[config.mk]
export PLATFORM = sky130hd
export DESIGN_NAME = pib_ctrl
export DESIGN_NICKNAME = d
export VERILOG_FILES = /design/src/pib_pkg.sv /design/src/pib_ctrl.sv
export SDC_FILE = /design/constraint.sdc
export NUM_CORES = 1
export LEC_CHECK = 0
export BUFFER_PORTS_ARGS = -buffer_cell sky130_fd_sc_hd__buf_2
export CAP_MARGIN = 15
export CORE_AREA = 5 5 42 44
export DETAILED_ROUTE_END_ITERATION = 8
export DIE_AREA = 0 0 47 49
export SLEW_MARGIN = 15
export SYNTH_ARGS = -nofsm -noshare
export SYNTH_HDL_FRONTEND = slang
export SYNTH_SLANG_ARGS = --single-unit
[constraint.sdc]
create_clock -name clk -period 4.53 [get_ports clk]
set_clock_uncertainty 0.1 [all_clocks]
set_input_delay 0.453 -clock clk [delete_from_list [all_inputs] [get_ports clk]]
set_output_delay 0.453 -clock clk [all_outputs]
set_load 0.01 [all_outputs]
[src/pib_pkg.sv]
`default_nettype none

package pib_pkg;

    // Geometry of the output palette store.
    localparam int unsigned PAL_DEPTH = 256;
    localparam int unsigned IDX_W     = 8;
    localparam int unsigned COLOR_W   = 24;

    // Configuration register indexes.
    localparam logic CFG_SPRITE_MODE     = 1'b0;
    localparam logic CFG_TRANSPARENT_KEY = 1'b1;

    // Result status codes.
    typedef enum logic [1:0] {
        ST_FOUND       = 2'd0,
        ST_ADDED       = 2'd1,
        ST_FULL        = 2'd2,
        ST_TRANSPARENT = 2'd3
    } pib_result_t;

    // Controller states.
    typedef enum logic [1:0] {
        S_IDLE,
        S_SEARCH,
        S_WAIT
    } pib_state_t;

    // Commands from the controller to the datapath.
    typedef struct packed {
        logic start;   // latch a new pixel and set up the search
        logic search;  // advance the search by one entry
        logic finish;  // commit the result and load the output register
    } pib_cmd_t;

    // Status from the datapath to the controller.
    typedef struct packed {
        logic done;      // the current pixel's result is known
        logic out_full;  // the output register holds an untaken result
    } pib_stat_t;

endpackage

`default_nettype wire

[src/pib_ctrl.sv]
`default_nettype none

module pib_ctrl
    import pib_pkg::*;
(
    input  wire logic      clk,
    input  wire logic      rst_n,
    input  wire logic      in_valid,
    output logic           in_stall,
    input  wire logic      out_stall,
    input  wire pib_stat_t stat,
    output pib_cmd_t       cmd
);

    pib_state_t state_reg;
    pib_state_t state_next;
    logic       out_free;

    // The output register can take a result when empty or being emptied.
    assign out_free = !stat.out_full || !out_stall;

    // State register.
    always_ff @(posedge clk or negedge rst_n)
    begin
        if (!rst_n)
        begin
            state_reg <= S_IDLE;
        end
        else
        begin
            state_reg <= state_next;
        end
    end

    // Next state and commands.
    always_comb
    begin
        state_next = state_reg;
        cmd        = '0;
        in_stall   = 1'b1;
        case (state_reg)
            S_IDLE:
            begin
                in_stall = 1'b0;
                if (in_valid)
                begin
                    cmd.start  = 1'b1;
                    state_next = S_SEARCH;
                end
            end
            S_SEARCH:
            begin
                if (!stat.done)
                begin
                    cmd.search = 1'b1;
                end
                else if (out_free)
                begin
                    cmd.finish = 1'b1;
                    state_next = S_IDLE;
                end
                else
                begin
                    state_next = S_WAIT;
                end
            end
            S_WAIT:
            begin
                if (out_free)
                begin
                    cmd.finish = 1'b1;
                    state_next = S_IDLE;
                end
            end
            default:
            begin
                state_next = S_IDLE;
            end
        endcase
    end

endmodule

`default_nettype wire

Yosys cells after proc, flatten, opt, wreduce, memory -nomap -nowiden. Index checks and enable logic that the tools add are counted.

Output and inout port bits: 4. Logic and storage cells: 24. Register bits: 2. Input bits: 6.

Mux-type cells: 13. Reductions and logical operators: 5. Equal/unequal tests: 5.

Operators with widths (count): $mux W2 (4); $mux W1 (7); $ne A2 B2 Y1 const B (3); $pmux W2 S3 (1); $reduce_and A3 Y1 (1); $eq A2 B1 Y1 const B (1); $eq A2 B2 Y1 const B (1); $logic_not A1 Y1 (2); $logic_not A2 Y1 (1); $pmux W1 S2 (1); $logic_or A1 B1 Y1 (1).

Depth between registers and ports, before layout. Gate-level depths: netlist of the first run.

Depth in word-level cells: 5. Mapped depth: 5. Mapped depth without buffers: 5.

Worst setup path before layout of the first run. OpenSTA, ideal clock, no wires.

Path type: register to register. Start point: register state_reg[1]. End point: register state_reg[0]. Cell stages (with the launch flop): 6. Period minus slack after synthesis: 1.566 ns. Setup slack: 2.964 ns. Setup time: 0.125 ns. Data required time: 4.305 ns. Arrival time: 1.341 ns. Cell sequence: dfrtp_1 inv_1 ha_1 nor2b_4 a311oi_2 mux2_2.

Cells in the longest elaborated chain, start to end: 3. Elaborated cells between the ends (all ways): 8. Those cells by class: 5 x eq/ne; 1 x mux; 2 x reduce/logical.

RTL lines: start, declared (RTL line pib_ctrl.sv:15) `pib_state_t state_reg;`; start signal, assigned (RTL line pib_ctrl.sv:31) `state_reg <= state_next;`; $eq A2 B2 Y1, or another cell as far along (RTL line pib_ctrl.sv:41) `case (state_reg)`; $ne A2 B2 Y1 (no source line); $reduce_and A3 Y1 (no source line).

Parallel ways exist; a longest one is shown, timed or not. A chain may end at the register's enable or synchronous reset.

==> results of run 1 <==
timing repair:
action	CTS	global route
hold endpoints to repair	2	0
setup endpoints to repair	0	0
hold buffers	1	0
worst min-delay path, delay by kind of cell:
kind,cells,cell delay (ns)
simple gates,1,0.07
buf+inv,1,0.11
compound gates,1,0.08
layout make-up:
| cell class | instances | area (um2) | share of cell area, % |
|---|---|---|---|
| timing repair buffer | 10 | 55.1 | 18.0 |
| tap | 16 | 20.0 | 6.53 |
| multi-input combinational | 17 | 144 | 46.9 |
| clock buffer | 3 | 22.5 | 7.35 |
| sequential | 2 | 50.0 | 16.3 |
| inverter | 4 | 15.0 | 4.90 |
power breakdown:
part / leakage (nW) / switching, W / total (W) / internal, W
registers: 0.0254 / 0.00000662 / 0.0000327 / 0.0000260
logic: 0.117 / 0.0000542 / 0.000109 / 0.0000548
clock network: 0.0138 / 0.0000102 / 0.0000394 / 0.0000292
routing by layer:
metal	part of all wire (%)	global-route usage, %	routed length (um)
met5	0	0	0
met2	53	6.79	257
met1	33	4.84	158
met3	12	2.95	60
met4	1.7	8.29	8
metrics by stage:
step | area, um2 | setup slack, ns | power (W) | util [%] | instances
2_1_floorplan | 209 | 2.96 | 0.000110 | - | 23
5_1_grt | 307 | 2.60 | 0.000200 | 21.9 | 52
6_report | 307 | 2.73 | 0.000181 | 21.9 | 52
3_5_place_dp | 274 | 2.89 | 0.000143 | 19.6 | 48
4_1_cts | 307 | 2.70 | 0.000187 | 21.9 | 52
3_3_place_gp | 274 | 2.91 | 0.000140 | 19.6 | 48
worst max-delay path by stage:
| stage | startpoint | endpoint | slack [ns] | cells after the start |
|---|---|---|---|---|
| final | state_reg[0] | cmd[0] | 2.73 | 5 |
| after global routing | state_reg[0] | cmd[0] | 2.60 | 5 |
| after CTS | state_reg[0] | cmd[0] | 2.70 | 5 |
| after detailed placement | state_reg[1] | state_reg[0] | 2.89 | 5 |
| after global placement | state_reg[1] | state_reg[0] | 2.91 | 5 |
| after floorplan | state_reg[1] | state_reg[0] | 2.96 | 5 |
cell families (layout without fill, tap and decap cells):
logic type	Yosys count	after routing	synth area share, %
AOI/OAI and AO/OA	5	5	19.8
DFF	2	2	24.0
muxes	1	1	5.39
and+or+nand+nor	7	7	19.8
buffers and inverters	4	17	7.18
adders and majority gates	4	4	24.0
synthesized netlist by cell type:
| cell | count | area share, % |
|---|---|---|
| ha_1 | 4 | 24 |
| inv_1 | 4 | 7.2 |
| nand2_1 | 3 | 5.4 |
| dfrtp_1 | 2 | 24 |
| a21oi_1 | 1 | 2.4 |
| a311oi_2 | 1 | 7.2 |
| and2_1 | 1 | 3.0 |
| mux2_2 | 1 | 5.4 |
| nor2_1 | 1 | 1.8 |
| nor2b_1 | 1 | 3.0 |
| nor2b_4 | 1 | 6.6 |
| o21ai_0 | 1 | 2.4 |
| o21ai_1 | 1 | 2.4 |
| o41a_1 | 1 | 5.4 |
placed cells by master (no fill, tap or decap), drive strengths merged:
| master | n |
|---|---|
| a311oi | 1 |
| mux2 | 1 |
| ha | 4 |
| o21ai | 2 |
| clkbuf | 3 |
| nor2b | 2 |
| inv | 4 |
| dfrtp | 2 |
| buf | 9 |
| a21oi | 1 |
| o41a | 1 |
| and2 | 1 |
| dlygate4sd3 | 1 |
| nand2 | 3 |
| nor2 | 1 |
==> impl_metrics.py, run 1 <==
metrics = {
    "status": {
        "status": "complete, no violations",
    },
    "layout": {
        "drive_gt1_share_pct": 41.7,
        "largest_reg_flops": 2,
        "fill_cells": 172,
        "diodes": 0,
        "area_growth_syn_to_layout_pct": 46.7,
        "fin_nets": 48,
    },
    "critical_path": {
        "cp_max_fo": 4,
        "worst_path_largest_cell_delay_ns": 0.39,
        "cp.required_ns": 3.98,
        "critical_path_buf_inv_count": 2,
        "r2r-start": "state_reg[1]",
        "endpoint_kind": "output port",
        "crit_family": "flip-flops",
        "crit_slowest_cell": "dfrtp_1",
        "crit_path_cell_trace": "inv_1 -> ha_1 -> a21oi_1 -> nor2_1 -> buf_2",
        "arrival_ns": 1.25,
        "r2r_slack_ns": 2.90,
        "r2r_cells": 5,
        "worstSetupPathType": "register to output port",
        "r2r-end": "state_reg[0]",
        "critPathLaunchType": "register",
    },
    "detailed_routing": {
        "dr.pass1.iters": 2,
        "vias": 199,
        "drt-initial-drc-count": 1,
        "drtAntennaViolNets": 0,
        "route.detailed.drc": 0,
        "totalWireLength_um": 484,
        "routed_via_density": 3.83,
        "wl_per_cell_um": 9.31,
    },
    "clock_network": {
        "cts_tree": "built",
        "clk_pin_slew_ns": 0.03,
        "htreeDepth": 1,
        "clk_path_buf_depth": 2,
        "clkLatencyLatePin_ns": 0.22,
        "post_cts_resized": 0,
        "numCtsBuffers": 3,
        "cts_root_buf": "clkbuf_4",
        "clock-sinks": 2,
        "cts_setup_buffers": 0,
    },
    "power": {
        "p_leak_nw": 0.156,
        "vdd_ir_drop_max_mv": 0.112,
        "p_per_area_mw_per_mm2": 591,
    },
    "hold_path": {
        "hp-start": "out_stall",
        "hold_path_class": "primary input to register",
        "whs_path_depth": 3,
        "min_to": "state_reg[1]",
    },
    "timing": {
        "whs_ns": 0.436,
        "grt_setup_unrepaired": "no",
        "relSlewSlack_pct": 83.8,
        "clock.fmax_mhz": 555,
        "fin_crit_ns": 1.80,
        "hold_violations": 0,
        "tns_ns": 0,
        "worst_pin_slew_ns": 0.243,
        "setup_viol": 0,
        "finalCritPeriodShare_pct": 39.8,
        "drv_slew": 0,
    },
    "grt": {
        "antenna_found_initial": 0,
        "overflow": 0,
        "grt_max_degree": 5,
        "grt_pass1_vias": 188,
        "grt_usage_pct": 5.49,
        "grt_pass1_wl_um": 759,
    },
    "logic_synthesis": {
        "ys_types": 14,
        "syn_avg_cell_area_um2": 9.08,
        "syn-num-nets": 33,
        "yosysWarnings": 0,
        "synthCells": 23,
        "synth_area_um2": 209,
        "synth-seq-area-share_pct": 24.0,
        "synth-seq-cells": 2,
    },
    "placement": {
        "hpwlAfterDp_um": 407,
        "gp_congestion": 0.648,
        "port_buffers": 9,
    },
    "floorplan": {
        "die-width_um": 47,
        "num_io_pins": 10,
        "die_area_mm2": 0.00230,
        "core_mm2": 0.00140,
        "dieHeight_um": 49,
        "core.rowCount": 14,
        "initial_core_util_pct": 14.9,
    },
    "flow_run": {
        "maxCapViolations": 0,
    },
}
Power figures use the tool's default switching activity.
==> run 2: changes to the inputs <==
==> constraint.sdc (replaced) <==
create_clock -name clk -period 1.8 [get_ports clk]
set_clock_uncertainty 0.1 [all_clocks]
set_input_delay 0.18 -clock clk [delete_from_list [all_inputs] [get_ports clk]]
set_output_delay 0.18 -clock clk [all_outputs]
set_load 0.01 [all_outputs]
==> run 2 against run 1 <==
  * Count of clock-buffer cells in the layout did not move
  * Utilization unchanged
  * Sequential power grew to 2.5 times the previous value
  * Total power up 150%
  * Largest power group unchanged
  * Final cell count is the same
==> impl_metrics.py, run 2 (synthesized netlist as in run 1, its figures left out) <==
metrics = {
    "timing": {
        "hold_violations": 0,
        "finalCritPeriodShare_pct": 90.4,
        "fin_crit_ns": 1.63,
        "tns_ns": 0,
        "drv_slew": 0,
        "setup_viol": 0,
        "worst_pin_slew_ns": 0.262,
        "relSlewSlack_pct": 82.5,
        "clock.fmax_mhz": 614,
        "grt_setup_unrepaired": "no",
    },
    "floorplan": {
        "core.rowCount": 14,
        "die-width_um": 47,
        "initial_core_util_pct": 14.9,
        "core_mm2": 0.00140,
        "dieHeight_um": 49,
        "num_io_pins": 10,
        "die_area_mm2": 0.00230,
    },
    "status": {
        "status": "complete, no violations",
    },
    "layout": {
        "area_growth_syn_to_layout_pct": 46.7,
        "final_cell_mix": "buf_2 (9), inv_1 (4), ha_1 (4), nand2_1 (3), clkbuf_4 (3)",
        "diodes": 0,
        "stdcell_area_um2": 307,
        "layout_commonest_cell": "buf_2",
        "drive_gt1_share_pct": 41.7,
        "fill_cells": 159,
        "largest_reg_flops": 2,
        "fin_nets": 48,
    },
    "placement": {
        "port_buffers": 9,
        "hpwlAfterDp_um": 407,
        "gp_congestion": 0.592,
        "place_area_um2": 274,
    },
    "critical_path": {
        "critPathLaunchType": "register",
        "crit_slowest_cell": "dfrtp_1",
        "r2r-start": "state_reg[1]",
        "crit_family": "flip-flops",
        "worstSetupPathType": "register to register",
        "worstSetupPathDepth": 5,
        "endpoint_kind": "register",
        "cp_max_fo": 4,
        "critical_path_buf_inv_count": 1,
        "crit_path_cell_trace": "inv_1 -> ha_1 -> nor2b_4 -> a311oi_2 -> mux2_2",
        "r2r_cells": 5,
        "worst_path_largest_cell_delay_ns": 0.37,
        "arrival_ns": 1.63,
        "cp.required_ns": 1.80,
        "worstSetupStartpoint": "state_reg[1]",
    },
    "detailed_routing": {
        "route.detailed.drc": 0,
        "dr.pass1.iters": 3,
        "drt-initial-drc-count": 3,
        "totalWireLength_um": 460,
        "drtAntennaViolNets": 0,
        "routed_via_density": 3.67,
        "vias": 191,
        "wl_per_cell_um": 8.85,
    },
    "clock_network": {
        "post_cts_resized": 0,
        "numCtsBuffers": 3,
        "cts_setup_buffers": 0,
        "clkLatencyLatePin_ns": 0.22,
        "clk_path_buf_depth": 2,
        "htreeDepth": 1,
        "clock-sinks": 2,
        "cts_tree": "built",
        "clk_pin_slew_ns": 0.03,
        "cts_root_buf": "clkbuf_4",
        "holdBufCountCts": 1,
    },
    "flow_run": {
        "maxCapViolations": 0,
    },
    "hold_path": {
        "hold_path_class": "primary input to async pin",
    },
    "grt": {
        "grt_usage_pct": 5.06,
        "antenna_found_initial": 0,
        "grt_pass1_wl_um": 759,
        "overflow": 0,
        "grt_max_degree": 5,
        "grt_pass1_vias": 195,
    },
    "power": {
        "vdd_ir_drop_max_mv": 0.325,
        "p_per_area_mw_per_mm2": 1460,
        "p_leak_nw": 0.156,
    },
}
## run 2: cell counts in the layout (fill, tap and decap cells not counted)
Identical to the previous run, type by type.
## run 2: final cells by class
type / instances / area (um2) / area share (%)
Multi-Input combinational cell: 17 / 144 / 46.9
Timing Repair Buffer: 10 / 55.1 / 18.0
Sequential cell: 2 / 50.0 / 16.3
Clock buffer: 3 / 22.5 / 7.35
Tap cell: 16 / 20.0 / 6.53
Inverter: 4 / 15.0 / 4.90
## run 2: layer usage
metal / wire length, um / part of all wire, % / vias to the layer above / global-route usage (%)
met2: 223 / 48 / 6 / 6.79
met4: 0 / 0 / 0 / 5.53
met3: 46 / 10 / 0 / 2.21
met1: 190 / 41 / 83 / 5.25
li1: - / - / 102 / -
met5: 0 / 0 / - / 0
## run 2: metrics by stage
stage	setup slack (ns)	util [%]	hold WS, ns	std cells	power, W
final	0.172	21.9	0.176	52	0.000447
after global routing	0.107	21.9	0.191	52	0.000506
after CTS	0.152	21.9	0.175	52	0.000459
after detailed placement	0.148	19.6	-0.133	48	0.000355
after global placement	0.179	19.6	-0.134	48	0.000349
after floorplan	0.234	-	-0.216	23	0.000276
## run 2: power breakdown
part | internal (W) | leakage, nW | switching (W)
Combinational | 0.000136 | 0.117 | 0.000133
Sequential | 0.0000656 | 0.0254 | 0.0000168
Clock | 0.0000733 | 0.0138 | 0.0000223
Total | 0.000275 | 0.156 | 0.000172
## run 2: worst paths after layout
path                                end  slack [ns]
hold / removal             state_reg[0]        0.18
min in group clk           state_reg[1]        0.18
hold reg to reg            state_reg[0]        0.45
max in group asynchronous  state_reg[1]        1.32
setup / recovery           state_reg[0]        0.17
setup reg to reg           state_reg[0]        0.17
